`src/hdl/pfmt_pkg.sv`:
```
// ----------------------------------------------------------------------------
// pfmt_pkg
// Shared constants, command/status types and controller states for the
// right-justified signed decimal formatter.
// ----------------------------------------------------------------------------
package pfmt_pkg;

   localparam int DEFAULT_VALUE_BITS = 32;
   localparam int MAX_CHARS          = 16;

   localparam logic [7:0] DIGIT_BASE = 8'h30;  // '0'
   localparam logic [7:0] MINUS_CHAR = 8'h2D;  // '-'
   localparam logic [7:0] SPACE_CHAR = 8'h20;  // ' '

   // CSR address map: register index is paddr[2]
   localparam int          CSR_ADDR_BITS   = 3;
   localparam logic [0:0]  CSR_FIELD_WIDTH = 1'b0;

   typedef struct packed {
      logic load;    // capture a new value, clear the conversion state
      logic shift;   // one binary-to-BCD shift step
      logic size;    // work out padding and character count
      logic emit;    // present one character, advance
   } pfmt_cmd_type;

   typedef struct packed {
      logic conv_done;   // this shift step is the last one
      logic emit_done;   // the character on the output is the final one
   } pfmt_status_type;

   typedef enum logic [3:0] {
      ST_IDLE    = 4'b0001,
      ST_CONVERT = 4'b0010,
      ST_SIZE    = 4'b0100,
      ST_EMIT    = 4'b1000
   } pfmt_state_type;

endpackage

```
`src/hdl/pfmt_ctrl.sv`:
```
// ----------------------------------------------------------------------------
// pfmt_ctrl
// Sequencing state machine: load, convert, size, then emit characters.
// ----------------------------------------------------------------------------
module pfmt_ctrl
   import pfmt_pkg::*;
(
   input  logic            clock,
   input  logic            reset,
   input  logic            start,
   output logic            busy,
   input  pfmt_status_type status,
   output pfmt_cmd_type    cmd
);

   pfmt_state_type state_ff;
   pfmt_state_type state_in;

   always_comb begin
      state_in  = state_ff;
      cmd       = '0;
      case (state_ff)
         ST_IDLE: begin
            if (start) begin
               cmd.load = 1'b1;
               state_in = ST_CONVERT;
            end
         end
         ST_CONVERT: begin
            cmd.shift = 1'b1;
            if (status.conv_done) begin
               state_in = ST_SIZE;
            end
         end
         ST_SIZE: begin
            cmd.size = 1'b1;
            state_in = ST_EMIT;
         end
         ST_EMIT: begin
            cmd.emit = 1'b1;
            if (status.emit_done) begin
               state_in = ST_IDLE;
            end
         end
         default: begin
            state_in = ST_IDLE;
         end
      endcase
   end

   always_ff @(posedge clock) begin
      if (reset) begin
         state_ff <= ST_IDLE;
      end else begin
         state_ff <= state_in;
      end
   end

   assign busy = (state_ff != ST_IDLE);

endmodule

```
`src/hdl/pfmt_datapath.sv`:
```
// ----------------------------------------------------------------------------
// pfmt_datapath
// Magnitude register, shift-and-add-3 BCD converter, digit count tracking,
// padding arithmetic and character selection.
// ----------------------------------------------------------------------------
module pfmt_datapath
   import pfmt_pkg::*;
#(
   parameter int VALUE_BITS = DEFAULT_VALUE_BITS
)
(
   input  logic                  clock,
   input  logic [VALUE_BITS-1:0] req_value,
   input  logic [4:0]            field_width,
   input  pfmt_cmd_type          cmd,
   output pfmt_status_type       status,
   output logic [7:0]            ascii_char,
   output logic                  last_char
);

   // enough BCD digits for 2**(VALUE_BITS-1): 77/256 bounds log10(2) from below
   localparam int BCD_DIGITS = (VALUE_BITS * 77) / 256 + 1;
   localparam int BCD_BITS   = 4 * BCD_DIGITS;
   localparam int DIG_IDX_W  = $clog2(BCD_DIGITS);
   localparam int ND_W       = $clog2(BCD_DIGITS + 1);
   localparam int BIT_W      = $clog2(VALUE_BITS);
   localparam int TOT_W      = $clog2(BCD_DIGITS + MAX_CHARS + 2);
   localparam int CNT_W      = $clog2(MAX_CHARS + 1);

   logic [VALUE_BITS-1:0] mag_ff;
   logic [BCD_BITS-1:0]   bcd_ff;
   logic [ND_W-1:0]       nd_ff;
   logic                  neg_ff;
   logic [BIT_W-1:0]      bit_ff;
   logic [CNT_W-1:0]      pad_ff;
   logic [CNT_W-1:0]      count_ff;
   logic [TOT_W-1:0]      tot_m1_ff;
   logic [CNT_W-1:0]      k_ff;

   logic [BCD_BITS-1:0]   adj;
   logic [BCD_BITS-1:0]   shifted;
   logic [3:0]            top_digit;
   logic [ND_W-1:0]       nd_in;

   // shift-and-add-3: correct every digit, then shift in the next bit
   always_comb begin
      for (int i = 0; i < BCD_DIGITS; i++) begin
         adj[4*i +: 4] = (bcd_ff[4*i +: 4] >= 4'd5) ? bcd_ff[4*i +: 4] + 4'd3
                                                     : bcd_ff[4*i +: 4];
      end
      shifted = {adj[BCD_BITS-2:0], mag_ff[VALUE_BITS-1]};
      // the digit count grows by at most one per doubling
      top_digit = 4'd0;
      nd_in     = nd_ff;
      if (nd_ff < ND_W'(BCD_DIGITS)) begin
         top_digit = shifted[{nd_ff[DIG_IDX_W-1:0], 2'b00} +: 4];
         if (top_digit != 4'd0) begin
            nd_in = nd_ff + 1'b1;
         end
      end
   end

   logic [TOT_W-1:0] len_t;
   logic [TOT_W-1:0] fw_t;
   logic [TOT_W-1:0] tot_t;
   logic [TOT_W-1:0] pad_t;
   logic [TOT_W-1:0] cnt_t;
   logic [4:0]       fw_eff;

   always_comb begin
      fw_eff = (field_width > 5'(MAX_CHARS)) ? 5'(MAX_CHARS) : field_width;
      fw_t   = TOT_W'(fw_eff);
      len_t  = ((nd_ff == '0) ? TOT_W'(1) : TOT_W'(nd_ff)) + TOT_W'(neg_ff);
      if (fw_t > len_t) begin
         tot_t = fw_t;
         pad_t = fw_t - len_t;
      end else begin
         tot_t = len_t;
         pad_t = '0;
      end
      cnt_t = (tot_t > TOT_W'(MAX_CHARS)) ? TOT_W'(MAX_CHARS) : tot_t;
   end

   always_ff @(posedge clock) begin
      if (cmd.load) begin
         neg_ff <= req_value[VALUE_BITS-1];
         mag_ff <= req_value[VALUE_BITS-1] ? (~req_value + 1'b1) : req_value;
         bcd_ff <= '0;
         nd_ff  <= '0;
         bit_ff <= '0;
      end
      if (cmd.shift) begin
         mag_ff <= {mag_ff[VALUE_BITS-2:0], 1'b0};
         bcd_ff <= shifted;
         nd_ff  <= nd_in;
         bit_ff <= bit_ff + 1'b1;
      end
      if (cmd.size) begin
         pad_ff    <= CNT_W'(pad_t);
         count_ff  <= CNT_W'(cnt_t);
         tot_m1_ff <= tot_t - 1'b1;
         k_ff      <= '0;
      end
      if (cmd.emit) begin
         k_ff <= k_ff + 1'b1;
      end
   end

   logic [TOT_W-1:0]     k_t;
   logic [TOT_W-1:0]     pad_w;
   logic [TOT_W-1:0]     didx_t;
   logic [DIG_IDX_W-1:0] didx;
   logic [3:0]           digit;

   // character k: spaces, then sign, then digits counted back from the end
   always_comb begin
      k_t    = TOT_W'(k_ff);
      pad_w  = TOT_W'(pad_ff);
      didx_t = tot_m1_ff - k_t;
      didx   = didx_t[DIG_IDX_W-1:0];
      digit  = bcd_ff[{didx, 2'b00} +: 4];
      if (k_t < pad_w) begin
         ascii_char = SPACE_CHAR;
      end else if (neg_ff && (k_t == pad_w)) begin
         ascii_char = MINUS_CHAR;
      end else begin
         ascii_char = DIGIT_BASE + {4'd0, digit};
      end
   end

   assign last_char        = (CNT_W'(k_ff + 1'b1) == count_ff);
   assign status.emit_done = last_char;
   assign status.conv_done = (bit_ff == BIT_W'(VALUE_BITS - 1));

endmodule

```
`src/hdl/padded_signed_decimal_formatter.sv`:
```
// ----------------------------------------------------------------------------
// padded_signed_decimal_formatter
// Signed integer to right-justified decimal ASCII, one character per cycle.
// The first character follows the BCD shift loop and the sizing step.
// A new value is taken only while idle, after all N characters (1..16) of the last have left.
// Characters leave one per cycle; the receiver cannot stall the output.
// Reset (synchronous, active high) idles the controller and clears field_width.
// ----------------------------------------------------------------------------
module padded_signed_decimal_formatter
   import pfmt_pkg::*;
#(
   parameter int VALUE_BITS = DEFAULT_VALUE_BITS
)
(
   input  logic                     clock,
   input  logic                     reset,
   input  logic                     start,
   output logic                     busy,
   input  logic [VALUE_BITS-1:0]    req_value,
   output logic                     rsp_strobe,
   output logic [7:0]               rsp_ascii_char,
   output logic                     rsp_last_char,
   input  logic                     psel,
   input  logic                     penable,
   input  logic                     pwrite,
   input  logic [CSR_ADDR_BITS-1:0] paddr,
   input  logic [31:0]              pwdata,
   output logic [31:0]              prdata,
   output logic                     pready
);

   logic [4:0] field_width_ff;

   assign pready = 1'b1;

   always_ff @(posedge clock) begin
      if (reset) begin
         field_width_ff <= '0;
      end else if (psel && penable && pwrite && pready && (paddr[2] == CSR_FIELD_WIDTH)) begin
         field_width_ff <= pwdata[4:0];
      end
   end

   assign prdata = (paddr[2] == CSR_FIELD_WIDTH) ? {27'd0, field_width_ff} : 32'd0;

   pfmt_cmd_type    cmd;
   pfmt_status_type status;

   pfmt_ctrl u_ctrl (
      .clock  (clock),
      .reset  (reset),
      .start  (start),
      .busy   (busy),
      .status (status),
      .cmd    (cmd)
   );

   pfmt_datapath #(
      .VALUE_BITS (VALUE_BITS)
   ) u_datapath (
      .clock       (clock),
      .req_value   (req_value),
      .field_width (field_width_ff),
      .cmd         (cmd),
      .status      (status),
      .ascii_char  (rsp_ascii_char),
      .last_char   (rsp_last_char)
   );

   assign rsp_strobe = cmd.emit;

`ifndef SYNTHESIS
   a_strobe_busy: assert property (@(posedge clock) disable iff (reset)
      rsp_strobe |-> busy)
      else $error("character strobed while idle");

   a_accept_busy: assert property (@(posedge clock) disable iff (reset)
      (start && !busy) |=> busy)
      else $error("accepted transaction did not raise busy");

   a_last_ends: assert property (@(posedge clock) disable iff (reset)
      (rsp_strobe && rsp_last_char) |=> !rsp_strobe)
      else $error("character strobed after the last one");

   a_no_gap: assert property (@(posedge clock) disable iff (reset)
      (rsp_strobe && !rsp_last_char) |=> rsp_strobe)
      else $error("gap inside a value's text");
`endif

endmodule
```
`config.mk`:
```
export PLATFORM = sky130hd
export DESIGN_NAME = padded_signed_decimal_formatter
export DESIGN_NICKNAME = d
export VERILOG_FILES = /design/src/hdl/pfmt_pkg.sv /design/src/hdl/pfmt_ctrl.sv /design/src/hdl/pfmt_datapath.sv /design/src/hdl/padded_signed_decimal_formatter.sv
export SDC_FILE = /design/constraint.sdc
export NUM_CORES = 1
export LEC_CHECK = 0
export ABC_AREA = 1
export BUFFER_PORTS_ARGS = -buffer_cell sky130_fd_sc_hd__buf_2
export CORE_MARGIN = 4
export CORE_UTILIZATION = 48
export CTS_CLUSTER_DIAMETER = 80
export CTS_CLUSTER_SIZE = 10
export DETAILED_ROUTE_END_ITERATION = 10
export PLACE_DENSITY = 0.69
export SLEW_MARGIN = 20
export SYNTH_ARGS = -nofsm -noshare
export SYNTH_HDL_FRONTEND = slang
export SYNTH_HIERARCHICAL = 1
export SYNTH_SLANG_ARGS = --single-unit
```
`constraint.sdc`:
```
create_clock -name clock -period 3.46 [get_ports clock]
set_input_delay 0.173 -clock clock [delete_from_list [all_inputs] [get_ports clock]]
set_output_delay 0.173 -clock clock [all_outputs]
set_load 0.02 [all_outputs]
```
==> results of run 1 <==
[logic make-up (layout without fill, tap and decap cells)]
group	after synthesis	in the layout	synth area share (%)
other	4	31	0.190
adder cells (fa/ha/maj)	42	42	6.84
AO/OA/AOI/OAI	168	168	11.1
flip-flops	110	110	40.5
buffers and inverters	214	241	11.9
AND/OR/NAND/NOR	468	468	26.5
XOR/XNOR	26	26	2.98
[worst max-delay path by stage]
stage	start	endpoint	slack, ns	cells past startpoint
after detailed placement	u_datapath/nd_ff[1]	u_datapath/count_ff[1]	0.34	18
after CTS	u_datapath/k_ff[0]	rsp_ascii_char[1]	0.20	10
after global placement	u_datapath/nd_ff[1]	u_datapath/count_ff[1]	0.43	18
final	u_datapath/k_ff[0]	rsp_ascii_char[1]	0.23	10
after global routing	u_datapath/nd_ff[1]	u_datapath/count_ff[1]	0.02	19
after floorplan	u_datapath/k_ff[0]	rsp_ascii_char[1]	0.43	11
[worst max-delay path: cells and delay by family, from the launching register on]
| kind | cells | cell delay (ns) |
|---|---|---|
| flops | 1 | 0.51 |
| simple gates | 2 | 0.12 |
| compound gates | 4 | 0.79 |
| fa+ha+maj | 2 | 0.74 |
| buf+inv | 2 | 0.54 |
[through the flow]
| step | power [µW] | utilization (%) |
|---|---|---|
| after global routing | 3780 | 53.8 |
| after CTS | 3580 | 53.8 |
| after detailed placement | 2520 | 51.9 |
| after floorplan | 2340 | - |
| after global placement | 2500 | 51.9 |
| final | 3550 | 53.8 |
[final cells by class]
type / instances / area (µm²) / area share [%]
Multi-Input combinational cell: 735 / 3870 / 44.9
Sequential cell: 110 / 3200 / 37.2
Inverter: 159 / 603 / 7.01
Timing Repair Buffer: 66 / 355 / 4.13
Tap cell: 216 / 270 / 3.14
Clock buffer: 10 / 239 / 2.78
Clock inverter: 6 / 70.1 / 0.814
[report_power, final]
group	total, µW	switching, µW	internal, µW
Combinational	818	557	261
Sequential	1680	64.0	1610
Clock	1060	470	586
[registers in the layout (all words and copies together), names as in the netlist]
| name | cells |
|---|---|
| u_datapath/bcd_ff | 40 |
| u_datapath/nd_ff | 4 |
| u_datapath/mag_ff | 32 |
| field_width_ff | 5 |
| u_datapath/count_ff | 5 |
| u_datapath/tot_m1_ff | 4 |
| u_datapath/k_ff | 5 |
| u_ctrl/state_ff | 4 |
| u_datapath/pad_ff | 5 |
| u_datapath/neg_ff | 1 |
| u_datapath/bit_ff | 5 |
[metal layers]
layer	GRT usage [%]	share of wire, %
met1	24.2	49
met2	29.8	46
met3	3.40	3.8
met4	3.70	0.82
met5	0	0
[cells in the mapped netlist, types with 10 or more instances]
| library cell | instances |
|---|---|
| sky130_fd_sc_hd__a21oi_1 | 56 |
| sky130_fd_sc_hd__buf_4 | 32 |
| sky130_fd_sc_hd__clkbuf_1 | 16 |
| sky130_fd_sc_hd__dfxtp_1 | 10 |
| sky130_fd_sc_hd__edfxtp_1 | 100 |
| sky130_fd_sc_hd__ha_1 | 40 |
| sky130_fd_sc_hd__inv_1 | 145 |
| sky130_fd_sc_hd__nand2_1 | 204 |
| sky130_fd_sc_hd__nand2_2 | 11 |
| sky130_fd_sc_hd__nand3_1 | 79 |
| sky130_fd_sc_hd__nand4_1 | 11 |
| sky130_fd_sc_hd__nor2_1 | 120 |
| sky130_fd_sc_hd__nor3_1 | 11 |
| sky130_fd_sc_hd__o21ai_0 | 93 |
| sky130_fd_sc_hd__xor2_1 | 18 |
==> impl_metrics.env, run 1 <==
export IMPL_fill_cells=1578
export IMPL_fmaxAchievable_mhz=309
export IMPL_synth_edf_count=100
export IMPL_layout_nets=1196
export IMPL_number_of_routed_nets_with_antenna_violations=0
export IMPL_ff2ff_path_depth=18
export IMPL_cp_max_fo=11
export IMPL_insertedDiodeCount=0
export IMPL_cts_hold_buffers_added=0
export IMPL_post_place_ws_ns=0.336
export IMPL_design_area_mm2=0.00861
export IMPL_post_dp_hpwl_mm=11.9
export IMPL_grt_overflow_total=0
export IMPL_maxSlewHeadroom_pct=29.8
export IMPL_die_area_mm2=0.0186
export IMPL_tritoncts_buffer_count=9
export IMPL_cp_cell_sequence="ha_1 -> fa_1 -> inv_1 -> a21oi_1 -> o21ai_0 -> o21ai_0 -> nand2_1 -> nand2_1 -> a2111oi_0 -> buf_2"
export IMPL_path_class="register to output port"
export IMPL_first_global_vias=5940
export IMPL_yosys_top_cells_area="sky130_fd_sc_hd__edfxtp_1, sky130_fd_sc_hd__nand2_1, sky130_fd_sc_hd__inv_1"
export IMPL_drt_drc_violations_left=0
export IMPL_leakage_uw=0.00394
export IMPL_wire_per_inst_um=12.3
export IMPL_totalNegativeSetupSlack_ns=0
export IMPL_gp_routability_congestion=0.877
export IMPL_worst_r2r_setup_slack_ns=0.30
export IMPL_drv_slew=0
export IMPL_worstMarginPinSlew_ns=1.05
export IMPL_area_added_between_synthesis_and_finish_pct=8.91
export IMPL_yosysTopAreaCell="sky130_fd_sc_hd__edfxtp_1"
export IMPL_tritoncts="built"
export IMPL_clk_pin_slew_worst_paths_ns=0.07
export IMPL_sort_of_element_at_the_start_of_the_critical_path="register"
export IMPL_synth_avg_cell_area_um2=7.66
export IMPL_floorplan_die_width_um=136
export IMPL_first_iter_violations=327
export IMPL_highest_count_cells_in_the_layout_ignoring_fill_and_taps="sky130_fd_sc_hd__nand2_1, sky130_fd_sc_hd__inv_1, sky130_fd_sc_hd__nor2_1, sky130_fd_sc_hd__edfxtp_1, sky130_fd_sc_hd__o21ai_0"
export IMPL_placed_cells_incl_taps=1286
export IMPL_mostFrequentLayoutCell="sky130_fd_sc_hd__nand2_1"
export IMPL_cap_violations=0
export IMPL_finalSetupViolations=0
export IMPL_grt_pass1_wl_mm=27.0
export IMPL_critPathCaptureType="output port"
export IMPL_min_period_over_period_pct=93.5
export IMPL_post_drt_via_cell_ratio=4.96
export IMPL_num_io_pins=117
export IMPL_async_flop_share_pct=0
export IMPL_synth_ff_latch_count=110
export IMPL_whs_endpoint="u_ctrl/state_ff[3]"
export IMPL_die_y_um=136
export IMPL_final_critical_path_setup_slack_ns=0.226
export IMPL_vdd_ir_drop_max_uv=261
export IMPL_stdcell_count=1302
export IMPL_grt_max_degree=78
export IMPL_firstDrtPassIters=5
export IMPL_post_route_min_period_ns=3.23
export IMPL_post_dp_cell_area_mm2=0.00830
export IMPL_rows=46
export IMPL_clock_skew_ns=0.00797
export IMPL_synth_cell_type_count=49
export IMPL_grt_setup_unrepaired="no"
export IMPL_cts_setup_buffers=0
export IMPL_ys_warnings_count=6
export IMPL_worst_path_largest_cell_delay_ns=0.51
export IMPL_routed_wirelength_mm=16.0
export IMPL_portion_of_synthesized_cell_area_occupied_by_the_leading_cell_type_pct=38.0
export IMPL_port_buffers=56
export IMPL_critical_path_reg2reg_endpoint="u_datapath/count_ff[1]"
export IMPL_cts_root_buffer_cell="sky130_fd_sc_hd__clkbuf_16"
export IMPL_starting_density_pct=49.4
export IMPL_syn_cell_area_mm2=0.00790
export IMPL_core_area_mm2=0.0160
export IMPL_synth_sequential_area_ratio_pct=40.5
export IMPL_global_route_usage_total_pct=17.8
export IMPL_clock_insertion_delay_at_the_later_pin_of_the_skew_report_ns=0.35
export IMPL_cts_htree_levels=3
export IMPL_routed_via_count=6453
export IMPL_number_of_antenna_violations_at_the_first_check_in_global_routing=0
export IMPL_resize_count_post_cts=0
export IMPL_cp_arrival_ns=3.06
export IMPL_gate_count_after_technology_mapping=1032
export IMPL_min_delay_path_depth=2
export IMPL_run_status="completed"
export IMPL_data_required_time_of_the_critical_path_ns=3.29
export IMPL_hold_violations=0
export IMPL_hold_class="primary input to register"
export IMPL_dominantRegCellSynth="sky130_fd_sc_hd__edfxtp_1"
export IMPL_final_layout_size_suffix_gt1_share_pct=12.1
export IMPL_fin_worst_hold_slack_ns=0.0386
export IMPL_clock_sinks=110
export IMPL_clockBufferDepth=2
export IMPL_min_delay_start="reset"
export IMPL_cp_slowest_cell="sky130_fd_sc_hd__edfxtp_1"
export IMPL_worst_r2r_startpoint="u_datapath/nd_ff[1]"
export IMPL_power_per_cell_area_mw_per_mm2=413
Note: power is estimated with default switching activity, not from simulation.
==> inputs of run 2 (changes only) <==
CORE_UTILIZATION = 59   (was 48)
PLACE_DENSITY = 0.82   (was 0.69)
SYNTH_HIERARCHICAL = not set   (was 1)
==> impl_metrics.env, run 2 <==
export IMPL_number_of_antenna_violations_at_the_first_check_in_global_routing=0
export IMPL_synth_ff_latch_count=110
export IMPL_crit_family="adder cells"
export IMPL_leakage_uw=0.00403
export IMPL_yosysMostFrequentCell="sky130_fd_sc_hd__nand2_1"
export IMPL_ff2ff_path_depth=18
export IMPL_starting_density_pct=60.0
export IMPL_yosys_top_cells_count="sky130_fd_sc_hd__nand2_1, sky130_fd_sc_hd__inv_1, sky130_fd_sc_hd__nor2_1"
export IMPL_post_route_min_period_ns=3.22
export IMPL_worst_r2r_setup_slack_ns=0.24
export IMPL_first_iter_violations=475
export IMPL_clock_insertion_delay_at_the_later_pin_of_the_skew_report_ns=0.35
export IMPL_routed_via_count=6852
export IMPL_fmaxAchievable_mhz=310
export IMPL_run_status="completed"
export IMPL_whs_endpoint="field_width_ff[0]"
export IMPL_path_class="register to register"
export IMPL_cp_arrival_ns=3.42
export IMPL_ys_warnings_count=0
export IMPL_number_of_routed_nets_with_antenna_violations=0
export IMPL_gp_routability_congestion=0.911
export IMPL_die_area_mm2=0.0154
export IMPL_global_route_usage_total_pct=22.2
export IMPL_critPathCaptureType="register"
export IMPL_clock_skew_ns=0.00732
export IMPL_cts_htree_levels=3
export IMPL_totalNegativeSetupSlack_ns=0
export IMPL_gate_count_after_technology_mapping=1047
export IMPL_die_y_um=124
export IMPL_post_drt_via_cell_ratio=5.34
export IMPL_largestRegisters="u_datapath.bcd_ff: 40 flops, u_datapath.mag_ff: 32 flops"
export IMPL_min_delay_path_depth=3
export IMPL_post_place_ws_ns=0.100
export IMPL_cap_violations=0
export IMPL_syn_cell_area_mm2=0.00795
export IMPL_worstMarginPinSlew_ns=0.664
export IMPL_cp_max_fo=8
export IMPL_firstDrtPassIters=5
export IMPL_synth_sequential_area_ratio_pct=40.3
export IMPL_post_dp_hpwl_mm=12.5
export IMPL_first_global_vias=6020
export IMPL_grt_pass1_wl_mm=27.1
export IMPL_tritoncts="built"
export IMPL_floorplan_die_width_um=124
export IMPL_min_period_over_period_pct=93.1
export IMPL_port_buffers=56
export IMPL_finalSetupViolations=0
export IMPL_dominantRegCellSynth="sky130_fd_sc_hd__edfxtp_1"
export IMPL_wire_per_inst_um=13.1
export IMPL_layout_nets=1217
export IMPL_min_delay_start="pwdata[0]"
export IMPL_critical_path_reg2reg_endpoint="u_datapath.count_ff[2]"
export IMPL_rows=42
export IMPL_drv_slew=0
export IMPL_synth_edf_count=100
export IMPL_mostFrequentLayoutCell="sky130_fd_sc_hd__nand2_1"
export IMPL_cp_num_buf_inv=1
export IMPL_cp_slowest_cell="sky130_fd_sc_hd__edfxtp_1"
export IMPL_final_critical_path_setup_slack_ns=0.239
export IMPL_yosysTopAreaCell="sky130_fd_sc_hd__edfxtp_1"
export IMPL_drt_drc_violations_left=0
export IMPL_num_io_pins=117
export IMPL_routed_wirelength_mm=16.8
export IMPL_worst_path_largest_cell_delay_ns=0.36
export IMPL_yosys_top_cells_area="sky130_fd_sc_hd__edfxtp_1, sky130_fd_sc_hd__nand2_1, sky130_fd_sc_hd__inv_1"
export IMPL_cts_root_buffer_cell="sky130_fd_sc_hd__clkbuf_16"
export IMPL_async_flop_share_pct=0
export IMPL_insertedDiodeCount=0
export IMPL_area_added_between_synthesis_and_finish_pct=9.01
export IMPL_hold_class="primary input to register"
export IMPL_stdcell_count=1282
export IMPL_hold_violations=0
export IMPL_largest_register_ff_count=40
export IMPL_clock_sinks=110
export IMPL_cp_depth=18
export IMPL_clockBufferDepth=2
export IMPL_power_per_cell_area_mw_per_mm2=432
export IMPL_highest_count_cells_in_the_layout_ignoring_fill_and_taps="sky130_fd_sc_hd__nand2_1, sky130_fd_sc_hd__inv_1, sky130_fd_sc_hd__nor2_1, sky130_fd_sc_hd__edfxtp_1, sky130_fd_sc_hd__nand3_1"
export IMPL_synth_avg_cell_area_um2=7.59
export IMPL_tritoncts_buffer_count=9
export IMPL_sort_of_element_at_the_start_of_the_critical_path="register"
export IMPL_synth_cell_type_count=45
export IMPL_cp_cell_sequence="inv_2 -> ha_1 -> nand3_1 -> nand2_1 -> ha_1 -> ha_1 -> xnor2_2 -> ha_4 -> a21oi_1 -> nand2_1 -> a21oi_2 -> o21bai_4 -> nand2_4 -> nand2_1 -> nand2_2 -> ha_2 -> nand3_2 -> a21oi_1"
export IMPL_placed_cells_incl_taps=1264
export IMPL_portion_of_synthesized_cell_area_occupied_by_the_leading_cell_type_pct=37.8
export IMPL_vdd_ir_drop_max_uv=215
export IMPL_finish_utilization_pct=65.4
export IMPL_maxSlewHeadroom_pct=55.7
export IMPL_grt_max_degree=36
export IMPL_worst_r2r_startpoint="u_datapath.nd_ff[0]"
export IMPL_grt_setup_unrepaired="no"
export IMPL_regMostFlops="u_datapath.bcd_ff"
export IMPL_data_required_time_of_the_critical_path_ns=3.66
export IMPL_grt_overflow_total=0
export IMPL_clk_pin_slew_worst_paths_ns=0.07
export IMPL_final_layout_size_suffix_gt1_share_pct=11.3
export IMPL_core_area_mm2=0.0132
export IMPL_fill_cells=1175
==> run 2: where the power goes <==
group / internal [µW] / leakage (µW) / switching, µW
clock network: 564 / 0.000145 / 479
logic: 326 / 0.00281 / 668
registers: 1630 / 0.00107 / 75.4
total: 2520 / 0.00403 / 1220
==> run 2: worst max-delay path by stage <==
stage / startpoint / end / slack [ns]
3_3_place_gp: u_datapath.nd_ff[0] / u_datapath.count_ff[0] / 0.22
6_report: u_datapath.nd_ff[0] / u_datapath.count_ff[2] / 0.24
2_1_floorplan: u_datapath.nd_ff[1] / u_datapath.count_ff[0] / 0.005
3_5_place_dp: u_datapath.nd_ff[0] / u_datapath.count_ff[2] / 0.10
5_1_grt: u_datapath.nd_ff[0] / u_datapath.count_ff[2] / 0.01
4_1_cts: u_datapath.nd_ff[0] / u_datapath.count_ff[2] / 0.04
==> run 2: final cells by class <==
class                           instances  area, µm²  share of cell area, %
Clock inverter                          7       71.3                  0.823
Inverter                              156        586                   6.76
Timing Repair Buffer                   71        408                   4.71
Tap cell                              176        220                   2.54
Clock buffer                            9        225                   2.60
Sequential cell                       110       3200                   37.0
Multi-Input combinational cell        753       3950                   45.6
==> run 2: timing repair <==
action | 4_1_cts | 5_1_grt
hold endpoints to repair | 1 | 0
buffers inserted | 0 | 1
setup endpoints to repair | 0 | 6
hold buffers | 1 | 0
resized for setup | 0 | 7
==> run 2: cells by family after synthesis <==
logic type               synth area share, %
AO/OA/AOI/OAI                           11.9
XOR/XNOR                                1.87
adder cells (fa/ha/maj)                 6.96
buffers and inverters                   11.9
flip-flops                              40.3
multiplexers                           0.425
other                                 0.0945
AND/OR/NAND/NOR                         26.6
==> run 2: worst reg2reg max path: stages, from the launching register on <==
cell,delay (ns)
sky130_fd_sc_hd__edfxtp_1,0.36
sky130_fd_sc_hd__inv_2,0.07
sky130_fd_sc_hd__ha_1,0.22
sky130_fd_sc_hd__nand3_1,0.08
sky130_fd_sc_hd__nand2_1,0.06
sky130_fd_sc_hd__ha_1,0.23
sky130_fd_sc_hd__ha_1,0.23
sky130_fd_sc_hd__xnor2_2,0.23
sky130_fd_sc_hd__ha_4,0.25
sky130_fd_sc_hd__a21oi_1,0.15
sky130_fd_sc_hd__nand2_1,0.11
sky130_fd_sc_hd__a21oi_2,0.19
sky130_fd_sc_hd__o21bai_4,0.12
sky130_fd_sc_hd__nand2_4,0.13
sky130_fd_sc_hd__nand2_1,0.09
sky130_fd_sc_hd__nand2_2,0.10
sky130_fd_sc_hd__ha_2,0.21
sky130_fd_sc_hd__nand3_2,0.10
sky130_fd_sc_hd__a21oi_1,0.14
==> run 2: metrics by stage <==
stage / power, µW / area, µm² / hold slack, ns
floorplan: 2480 / 8060 / 0.242
global placement: 2660 / 8320 / 0.382
detailed placement: 2700 / 8320 / 0.384
CTS: 3740 / 8630 / 0.0867
global route: 3980 / 8660 / 0.0970
finish: 3750 / 8660 / 0.106
==> run 2: layer usage <==
| layer | share of wire [%] | track usage [%] |
|---|---|---|
| met5 | 0 | 0 |
| met4 | 2.1 | 7.94 |
| met3 | 7.1 | 3.81 |
| met1 | 45 | 30.8 |
| met2 | 46 | 35.0 |
